`src/sv/ccv_pkg.sv`:
```
// Types and constants of the checkpoint container validator.
package ccv_pkg;

  // Status codes of one result item
  typedef enum logic [3:0] {
    ST_OK        = 4'd0,
    ST_MAGIC     = 4'd1,
    ST_VERSION   = 4'd2,
    ST_DAY       = 4'd3,
    ST_COUNT     = 4'd4,
    ST_EMPTY     = 4'd5,
    ST_ORDER     = 4'd6,
    ST_TRUNCATED = 4'd7,
    ST_CHECKSUM  = 4'd8,
    ST_TRAILING  = 4'd9
  } status_t;

  // One input item
  typedef struct packed {
    logic [7:0] data;
    logic       last;
  } item_t;

  // One result item
  typedef struct packed {
    status_t     status;
    logic [31:0] version;
    logic [63:0] day;
    logic [2:0]  count;
  } result_t;

  // FNV-1a 64 offset basis
  localparam logic [63:0] FNV_BASIS = 64'hcbf29ce484222325;

  // Container magic, first byte at index 0
  localparam logic [0:7][7:0] MAGIC = {"W", "S", "S", "I", "M", "0", "0", "1"};

endpackage

```
`src/sv/ccv_fnv.sv`:
```
// One FNV-1a 64 round: xor in a byte, multiply by the prime as shifted adds.
module ccv_fnv (
  input  logic [63:0] hash,
  input  logic [7:0]  data,
  output logic [63:0] hash_next
);

  logic [63:0] x;

  // Prime is 2^40 + 2^8 + 0xb3, and 0xb3 = 2^7 + 2^5 + 2^4 + 2^1 + 1
  assign x = hash ^ {56'b0, data};
  assign hash_next = (x << 40) + (x << 8) + (x << 7) + (x << 5) + (x << 4)
                   + (x << 1) + x;

endmodule

```
`src/sv/ccv_core.sv`:
```
// Parse state, section tables and status logic of the container validator.
module ccv_core #(
  parameter int MAX_SECTIONS = 5
) (
  input  logic             clk,
  input  logic             rst,
  input  logic             take,
  input  ccv_pkg::item_t   item,
  output ccv_pkg::result_t result
);

  localparam int IW = (MAX_SECTIONS > 1) ? $clog2(MAX_SECTIONS) : 1;

  localparam logic [4:0] HDR_MAGIC_END    = 5'd8;
  localparam logic [4:0] HDR_FIELD_SPLIT  = 5'd12;
  localparam logic [4:0] HDR_VERSION_LAST = 5'd11;
  localparam logic [4:0] HDR_DAY_LAST     = 5'd19;
  localparam logic [4:0] HDR_COUNT_LAST   = 5'd23;
  localparam logic [4:0] DESC_ID_END      = 5'd4;
  localparam logic [4:0] DESC_ID_LAST     = 5'd3;
  localparam logic [4:0] DESC_SIZE_LAST   = 5'd11;
  localparam logic [4:0] DESC_SUM_LAST    = 5'd19;

  typedef enum logic [3:0] {
    PH_HEAD = 4'b0001,
    PH_DESC = 4'b0010,
    PH_PAY  = 4'b0100,
    PH_DONE = 4'b1000
  } phase_t;

  // Control state
  phase_t           phase, phase_next;
  logic [4:0]       header_offset, header_offset_next;
  logic [4:0]       desc_byte, desc_byte_next;
  logic [63:0]      field_shift, field_shift_next;
  logic [31:0]      version_reg, version_next;
  logic [63:0]      day_reg, day_next;
  logic [2:0]       count_reg, count_next;
  logic             order_ok, order_ok_next;
  logic [2:0]       current_section, current_section_next;
  logic [63:0]      bytes_left, bytes_left_next;
  logic [63:0]      running_hash, running_hash_next;
  ccv_pkg::status_t fault_code, error_next;
  logic             sum_bad, sum_bad_next;

  // Section tables, written before read
  logic [63:0] section_sizes [MAX_SECTIONS];
  logic [63:0] section_sums  [MAX_SECTIONS];
  logic        size_zero, size_zero_next;
  logic        size_we, sum_we;
  logic [IW-1:0] wr_idx, size_rd_idx;
  logic [63:0] size_rd, sum_rd;

  // Datapath helpers
  logic [2:0]  cur_plus1;
  logic [4:0]  off_p4, desc_p4;
  logic [2:0]  lane_pos;
  logic [63:0] gathered;
  logic [63:0] hash_step;
  logic [63:0] left_dec;
  logic [2:0]  want;
  logic        want_over;

  ccv_fnv u_fnv (
    .hash      (running_hash),
    .data      (item.data),
    .hash_next (hash_step)
  );

  assign cur_plus1   = current_section + 3'd1;
  assign wr_idx      = IW'(current_section);
  assign size_rd_idx = (phase == PH_PAY) ? IW'(cur_plus1) : '0;
  assign size_rd     = section_sizes[size_rd_idx];
  assign sum_rd      = section_sums[wr_idx];
  assign left_dec    = bytes_left - 64'd1;

  // Place the byte into its lane of the field being gathered
  assign off_p4   = header_offset + 5'd4;
  assign desc_p4  = desc_byte + 5'd4;
  always_comb begin
    if (phase == PH_HEAD) begin
      lane_pos = (header_offset < HDR_FIELD_SPLIT) ? header_offset[2:0] : off_p4[2:0];
    end else begin
      lane_pos = (desc_byte < DESC_ID_END) ? desc_byte[2:0] : desc_p4[2:0];
    end
  end
  assign gathered = field_shift | ({56'b0, item.data} << {lane_pos, 3'b000});

  // Section count expected for the version
  assign want      = (version_reg == 32'd1) ? 3'd3 : ((version_reg == 32'd2) ? 3'd4 : 3'd5);
  assign want_over = {29'b0, want} > 32'(MAX_SECTIONS);

  // Work out the state after this item
  always_comb begin
    phase_next           = phase;
    header_offset_next   = header_offset;
    desc_byte_next       = desc_byte;
    field_shift_next     = field_shift;
    version_next         = version_reg;
    day_next             = day_reg;
    count_next           = count_reg;
    order_ok_next        = order_ok;
    current_section_next = current_section;
    bytes_left_next      = bytes_left;
    running_hash_next    = running_hash;
    error_next           = fault_code;
    sum_bad_next         = sum_bad;
    size_zero_next       = size_zero;
    size_we              = 1'b0;
    sum_we               = 1'b0;
    if (fault_code == ccv_pkg::ST_OK) begin
      case (phase)
        PH_HEAD: begin
          if (header_offset < HDR_MAGIC_END) begin
            if (item.data != ccv_pkg::MAGIC[header_offset[2:0]]) begin
              error_next = ccv_pkg::ST_MAGIC;
            end else begin
              header_offset_next = header_offset + 5'd1;
            end
          end else begin
            field_shift_next   = gathered;
            header_offset_next = header_offset + 5'd1;
            if (header_offset == HDR_VERSION_LAST) begin
              version_next     = gathered[31:0];
              field_shift_next = '0;
              if (gathered[31:0] < 32'd1 || gathered[31:0] > 32'd3) begin
                error_next = ccv_pkg::ST_VERSION;
              end
            end else if (header_offset == HDR_DAY_LAST) begin
              day_next         = gathered;
              field_shift_next = '0;
              if (gathered[63]) begin
                error_next = ccv_pkg::ST_DAY;
              end
            end else if (header_offset == HDR_COUNT_LAST) begin
              field_shift_next = '0;
              if (gathered != {61'b0, want} || want_over) begin
                error_next = ccv_pkg::ST_COUNT;
              end else begin
                count_next           = want;
                phase_next           = PH_DESC;
                current_section_next = '0;
                desc_byte_next       = '0;
              end
            end
          end
        end
        PH_DESC: begin
          field_shift_next = gathered;
          desc_byte_next   = desc_byte + 5'd1;
          if (desc_byte == DESC_ID_LAST) begin
            field_shift_next = '0;
            if (gathered != {61'b0, cur_plus1}) begin
              order_ok_next = 1'b0;
            end
          end else if (desc_byte == DESC_SIZE_LAST) begin
            field_shift_next = '0;
            size_we          = 1'b1;
            size_zero_next   = (gathered == 64'd0);
          end else if (desc_byte == DESC_SUM_LAST) begin
            field_shift_next = '0;
            sum_we           = 1'b1;
            if (size_zero) begin
              error_next = ccv_pkg::ST_EMPTY;
            end else begin
              desc_byte_next       = '0;
              current_section_next = cur_plus1;
              if (cur_plus1 >= count_reg) begin
                if (!order_ok) begin
                  error_next = ccv_pkg::ST_ORDER;
                end else begin
                  phase_next           = PH_PAY;
                  current_section_next = '0;
                  bytes_left_next      = size_rd;
                  running_hash_next    = ccv_pkg::FNV_BASIS;
                end
              end
            end
          end
        end
        PH_PAY: begin
          running_hash_next = hash_step;
          bytes_left_next   = left_dec;
          if (left_dec == 64'd0) begin
            if (hash_step != sum_rd) begin
              sum_bad_next = 1'b1;
            end
            current_section_next = cur_plus1;
            if (cur_plus1 >= count_reg) begin
              phase_next = PH_DONE;
            end else begin
              bytes_left_next   = size_rd;
              running_hash_next = ccv_pkg::FNV_BASIS;
            end
          end
        end
        PH_DONE: begin
          error_next = ccv_pkg::ST_TRAILING;
        end
        default: begin
        end
      endcase
    end
  end

  // Form the result from the state after this item
  always_comb begin
    if (error_next != ccv_pkg::ST_OK) begin
      result.status = error_next;
    end else if (phase_next != PH_DONE) begin
      result.status = (phase_next == PH_HEAD && header_offset_next < HDR_MAGIC_END) ?
                      ccv_pkg::ST_MAGIC : ccv_pkg::ST_TRUNCATED;
    end else begin
      result.status = sum_bad_next ? ccv_pkg::ST_CHECKSUM : ccv_pkg::ST_OK;
    end
    result.version = version_next;
    result.day     = day_next;
    result.count   = count_next;
  end

  // Advance the control state; start over after the last item
  always_ff @(posedge clk) begin
    if (rst || (take && item.last)) begin
      phase           <= PH_HEAD;
      header_offset   <= '0;
      desc_byte       <= '0;
      field_shift     <= '0;
      version_reg     <= '0;
      day_reg         <= '0;
      count_reg       <= '0;
      order_ok        <= 1'b1;
      current_section <= '0;
      bytes_left      <= '0;
      running_hash    <= ccv_pkg::FNV_BASIS;
      fault_code      <= ccv_pkg::ST_OK;
      sum_bad         <= 1'b0;
    end else if (take) begin
      phase           <= phase_next;
      header_offset   <= header_offset_next;
      desc_byte       <= desc_byte_next;
      field_shift     <= field_shift_next;
      version_reg     <= version_next;
      day_reg         <= day_next;
      count_reg       <= count_next;
      order_ok        <= order_ok_next;
      current_section <= current_section_next;
      bytes_left      <= bytes_left_next;
      running_hash    <= running_hash_next;
      fault_code      <= error_next;
      sum_bad         <= sum_bad_next;
    end
  end

  // Write descriptor fields into the section tables
  always_ff @(posedge clk) begin
    if (take) begin
      size_zero <= size_zero_next;
      if (size_we) begin
        section_sizes[wr_idx] <= gathered;
      end
      if (sum_we) begin
        section_sums[wr_idx] <= gathered;
      end
    end
  end

endmodule

```
`src/sv/checkpoint_container_validator.sv`:
```
// Top level of the checkpoint container validator: input stage, core, result register.
//
//   channel   signals                                              role
//   data      data_valid data_ready data_byte last_byte            one file byte per item
//   result    result_valid result_ready status format_version      one status per file,
//             global_day section_count                             on the last byte
//
// One byte per cycle sustained; the FNV round and the 64-bit counter update
// in the core set the clock path. A result is registered from the input stage.
// Only a last byte waits, and only while the result register is still full.
// Reset clears all control state; the section tables need no clearing.
module checkpoint_container_validator #(
  parameter int MAX_SECTIONS = 5
) (
  input  logic               clk,
  input  logic               rst,
  input  logic               data_valid,
  output logic               data_ready,
  input  logic [7:0]         data_byte,
  input  logic               last_byte,
  output logic               result_valid,
  input  logic               result_ready,
  output logic [3:0]         status,
  output logic [31:0]        format_version,
  output logic signed [63:0] global_day,
  output logic [2:0]         section_count
);

  logic              stg_valid;
  ccv_pkg::item_t    stg_item;
  logic              take;
  ccv_pkg::result_t  core_result;
  ccv_pkg::result_t  res;

  // Consume the staged item unless it is a last byte facing a stalled result register
  assign take       = stg_valid && (!stg_item.last || !result_valid || result_ready);
  assign data_ready = !stg_valid || take;

  // Hold the accepted item for the core
  always_ff @(posedge clk) begin
    if (rst) begin
      stg_valid <= 1'b0;
    end else if (data_ready) begin
      stg_valid <= data_valid;
    end
  end

  always_ff @(posedge clk) begin
    if (data_ready && data_valid) begin
      stg_item.data <= data_byte;
      stg_item.last <= last_byte;
    end
  end

  ccv_core #(
    .MAX_SECTIONS (MAX_SECTIONS)
  ) u_core (
    .clk    (clk),
    .rst    (rst),
    .take   (take),
    .item   (stg_item),
    .result (core_result)
  );

  // Load the result register on a last byte, drop it once taken
  always_ff @(posedge clk) begin
    if (rst) begin
      result_valid <= 1'b0;
    end else if (take && stg_item.last) begin
      result_valid <= 1'b1;
    end else if (result_ready) begin
      result_valid <= 1'b0;
    end
  end

  always_ff @(posedge clk) begin
    if (take && stg_item.last) begin
      res <= core_result;
    end
  end

  assign status         = res.status;
  assign format_version = res.version;
  assign global_day     = signed'(res.day);
  assign section_count  = res.count;

endmodule

```
`config.mk`:
```
export PLATFORM = sky130hd
export DESIGN_NAME = checkpoint_container_validator
export DESIGN_NICKNAME = d
export VERILOG_FILES = /design/src/sv/ccv_pkg.sv /design/src/sv/ccv_fnv.sv /design/src/sv/ccv_core.sv /design/src/sv/checkpoint_container_validator.sv
export SDC_FILE = /design/constraint.sdc
export NUM_CORES = 2
export LEC_CHECK = 0
export BUFFER_PORTS_ARGS = -buffer_cell sky130_fd_sc_hd__buf_2
export CORE_ASPECT_RATIO = 0.9
export CORE_MARGIN = 4
export CORE_UTILIZATION = 25
export CTS_BUF_LIST = sky130_fd_sc_hd__clkbuf_4
export DETAILED_ROUTE_END_ITERATION = 12
export PLACE_DENSITY_LB_ADDON = 0.3
export SLEW_MARGIN = 40
export SYNTH_ARGS = -nofsm -noshare
export SYNTH_HDL_FRONTEND = slang
export SYNTH_HIERARCHICAL = 1
export SYNTH_SLANG_ARGS = --single-unit
```
`constraint.sdc`:
```
create_clock -name clk -period 10.44 [get_ports clk]
set_clock_uncertainty 0.2 [all_clocks]
set_input_delay 0.522 -clock clk [delete_from_list [all_inputs] [get_ports clk]]
set_output_delay 0.522 -clock clk [all_outputs]
set_load 0.005 [all_outputs]
```
==> impl_metrics.env <==
export IMPL_slew_headroom_pct=37.2
export IMPL_num_nets_final=5650
export IMPL_p_sw_mw=2.31
export IMPL_die_height_um=460
export IMPL_rsz0062_at_grt="no"
export IMPL_syn_inst=5002
export IMPL_antenna_found_initial=12
export IMPL_total_power_mw=9.14
export IMPL_synthFlopType="edfxtp_1"
export IMPL_critPathKind="flop to flop"
export IMPL_synthesis_area_mm2=0.0567
export IMPL_dp_slack_ns=1.00
export IMPL_cts_inserted_buffers=297
export IMPL_htreeDepth=5
export IMPL_switching_share_pct=25.3
export IMPL_postCtsSetupBuffers=0
export IMPL_worstPathMaxFanout=19
export IMPL_synth_nets=5381
export IMPL_p_seq_share_pct=49.5
export IMPL_routedWlPerCell_um=22.5
export IMPL_fin_util_pct=28.9
export IMPL_crit_top_cell="fa_1"
export IMPL_max_cap_violations=0
export IMPL_drive_gt1_share_pct=16.9
export IMPL_pwr_share_comb_pct=8.6
export IMPL_dpl_hpwl_um=133000
export IMPL_wl_um=191000
export IMPL_antenna_left=0
export IMPL_power_density_mw_per_mm2=140
export IMPL_slowest_stage="xor2_1"
export IMPL_ir_worst_vdd_uv=110
export IMPL_io_buffers=117
export IMPL_grt_ovfl_total=0
export IMPL_ys_ff_latch=1072
export IMPL_clock_sinks=1072
export IMPL_slowest_delay_ns=0.70
export IMPL_p_leak_nw=25.0
export IMPL_num_rows=165
export IMPL_clockBufferDepth=4
export IMPL_tns_ns=0
export IMPL_hold_viol_final=0
export IMPL_yosys_warnings=6
export IMPL_first_iter_violations=4103
export IMPL_grt_pass1_wl_um=280000
export IMPL_crit_buf_inv=3
export IMPL_vias_per_cell=4.88
export IMPL_critPathTopFamily="compound AO/OA/AOI/OAI gates"
export IMPL_grt_total_usage_pct=16.0
export IMPL_tightest_slew_ns=0.934
export IMPL_avgSynthCellArea_um2=11.3
export IMPL_cp_start_kind="flop"
export IMPL_crit_arrival_ns=10.06
export IMPL_clk_pin_slew_ns=0.07
export IMPL_root_buffer="clkbuf_4"
export IMPL_p_int_mw=6.83
export IMPL_start_util_pct=25.2
export IMPL_synth_cell_types=108
export IMPL_cts_tree="built"
export IMPL_dieArea_mm2=0.235
export IMPL_fmax_mhz=108
export IMPL_worst_setup_path_end_kind="flop"
export IMPL_synth_edf_count=753
export IMPL_firstDrtPassIters=6
export IMPL_largest_registers="u_core/section_sizes: 320 flops, u_core/section_sums: 320 flops"
export IMPL_drv_slew=0
export IMPL_area_growth_syn_to_layout_pct=14.7
export IMPL_worstHoldPathType="input pin to flop"
export IMPL_status="completed"
export IMPL_worst_slack_ns=1.16
export IMPL_drc=0
export IMPL_timing_final_crit_share_pct=88.9
export IMPL_grt_max_degree=107
export IMPL_min_period_ns=9.28
export IMPL_io_pins=118
export IMPL_ys_async_sr_fraction_pct=0
export IMPL_cp_required_ns=11.22
export IMPL_grt_pass1_vias=40700
export IMPL_gp_congestion=0.901
export IMPL_core_area_mm2=0.225
export IMPL_dr_total_vias=41400
export IMPL_pwr_share_clk_pct=41.9
export IMPL_die_w_um=510
export IMPL_clk_latency_ns=1.26
export IMPL_yosysSeqAreaShare_pct=51.1
export IMPL_setup_viol_count_final=0
## placed cells by master, fill, tap and decap left out, types with 13 or more instances in the layout
master / netlist / layout
o21ai_0: 277 / 277
xor2_1: 93 / 90
fa_1: 245 / 245
clkinv_1: 1 / 35
a21oi_2: 10 / 19
nand3_1: 150 / 149
o31ai_1: 14 / 13
nand3b_1: 13 / 13
buf_4: 10 / 90
a21o_1: 50 / 49
nor2_1: 345 / 337
dfxtp_1: 319 / 316
edfxtp_1: 753 / 753
xnor2_1: 92 / 90
ha_1: 121 / 120
nor2b_1: 21 / 21
mux4_2: 56 / 56
clkbuf_4: 0 / 451
o221ai_1: 26 / 26
a211oi_1: 32 / 32
a31oi_1: 47 / 47
and3_1: 19 / 19
o22ai_1: 94 / 93
a21oi_1: 269 / 259
dlygate4sd3_1: 0 / 25
or4_1: 18 / 18
nor4_1: 63 / 58
mux2i_1: 233 / 233
o21a_1: 14 / 14
mux2_2: 81 / 81
inv_1: 489 / 489
buf_2: 33 / 117
nand2b_1: 20 / 20
nand4_1: 43 / 43
nor3_1: 161 / 156
or3_1: 21 / 21
nand2_1: 313 / 310
## final cells by class
cell class / count / area (um2)
fillers: 23400 / 160000
multi-input cells: 3160 / 25000
diodes: 10 / 25.0
clock buffers: 451 / 3390
repair buffers: 248 / 1750
inverters: 492 / 1850
well taps: 3006 / 3760
clock inverters: 47 / 288
flip-flops and latches: 1072 / 29000
## synthesized netlist by cell type, drive strengths merged (33+ instances only)
cell type	n	area [um2]
mux2i	233	2330
nor2	345	1290
a21oi	279	1430
fa	245	4900
mux2	82	923
a211oi	33	253
edfxtp	753	22600
buf	100	499
nand3	151	761
xnor2	92	806
xor2	93	815
dfxtp	319	6390
nor3	167	872
a21o	50	375
clkbuf	178	668
a31oi	48	307
ha	121	1510
nand2	316	1190
inv	491	1840
nand4	44	282
o22ai	95	601
nor4	69	487
o21ai	287	1440
mux4	56	1260
## path summary, 6_finish.rpt
kind	start	end	slack (ns)	cells after the start
worst max-delay path	stg_item[4]$_DFFE_PP_	status[3]$_DFFE_PP_	1.16	28
worst min-delay path	rst	u_core/phase[0]$_SDFFE_PP1P_	0.22	5
worst max register to register	stg_item[4]$_DFFE_PP_	status[3]$_DFFE_PP_	1.16	28
worst min register to register	u_core/running_hash[19]$_SDFFE_PP0P_	u_core/running_hash[19]$_SDFFE_PP0P_	0.25	2
## power groups by stage
stage / registers [mW] / logic [mW] / clock network (mW)
2_1_floorplan: 4.62 / 0.477 / 0
3_3_place_gp: 4.62 / 0.776 / 0
3_5_place_dp: 4.62 / 0.769 / 0
4_1_cts: 4.52 / 0.781 / 3.96
5_1_grt: 4.52 / 0.846 / 4.21
6_report: 4.52 / 0.782 / 3.83
## per-stage QoR
| stage | std cells | hold WS (ns) | instance area [um2] |
|---|---|---|---|
| final | 8486 | 0.222 | 65100 |
| after CTS | 8475 | 0.0600 | 65000 |
| after global placement | 7945 | 0.241 | 60800 |
| after global routing | 8482 | 0.145 | 65000 |
| after detailed placement | 7952 | 0.245 | 61100 |
| after floorplan | 5002 | 0.232 | 56700 |
## cells by family (layout without fill, tap and decap cells)
kind of cell               after synthesis  in the layout  synth area share [%]
AOI/OAI and AO/OA                      979            979                  10.7
DFF                                   1072           1072                  51.1
other                                    0             10                     0
adders and majority gates              366            366                  11.3
xor gates and xnor gates               185            185                  2.86
muxes                                  371            371                  7.96
buffers and inverters                  770           1238                  5.31
and+or+nand+nor                       1259           1259                  10.8
## timing repair
action,CTS,global route
hold buffers,25,0
resized for setup,0,0
hold endpoints to repair,157,0
## layer usage
metal  up-vias  GRT usage (%)  part of all wire (%)
met5         -              0                     0
met4         0           4.68                   2.3
met3       250           3.23                   7.3
met2      1582           23.5                    43
met1     20900           23.5                    47
li1      18700              -                     -
## worst reg2reg max path, delay by kind of cell (launching register included)
family                     cells  cell delay, ns
AOI/OAI and AO/OA             13            2.98
adders and majority gates      5            2.13
xor gates and xnor gates       3            1.52
and+or+nand+nor                4            1.25
buffers and inverters          3            0.60
DFF                            1            0.32
(Power assumes the default switching activity.)
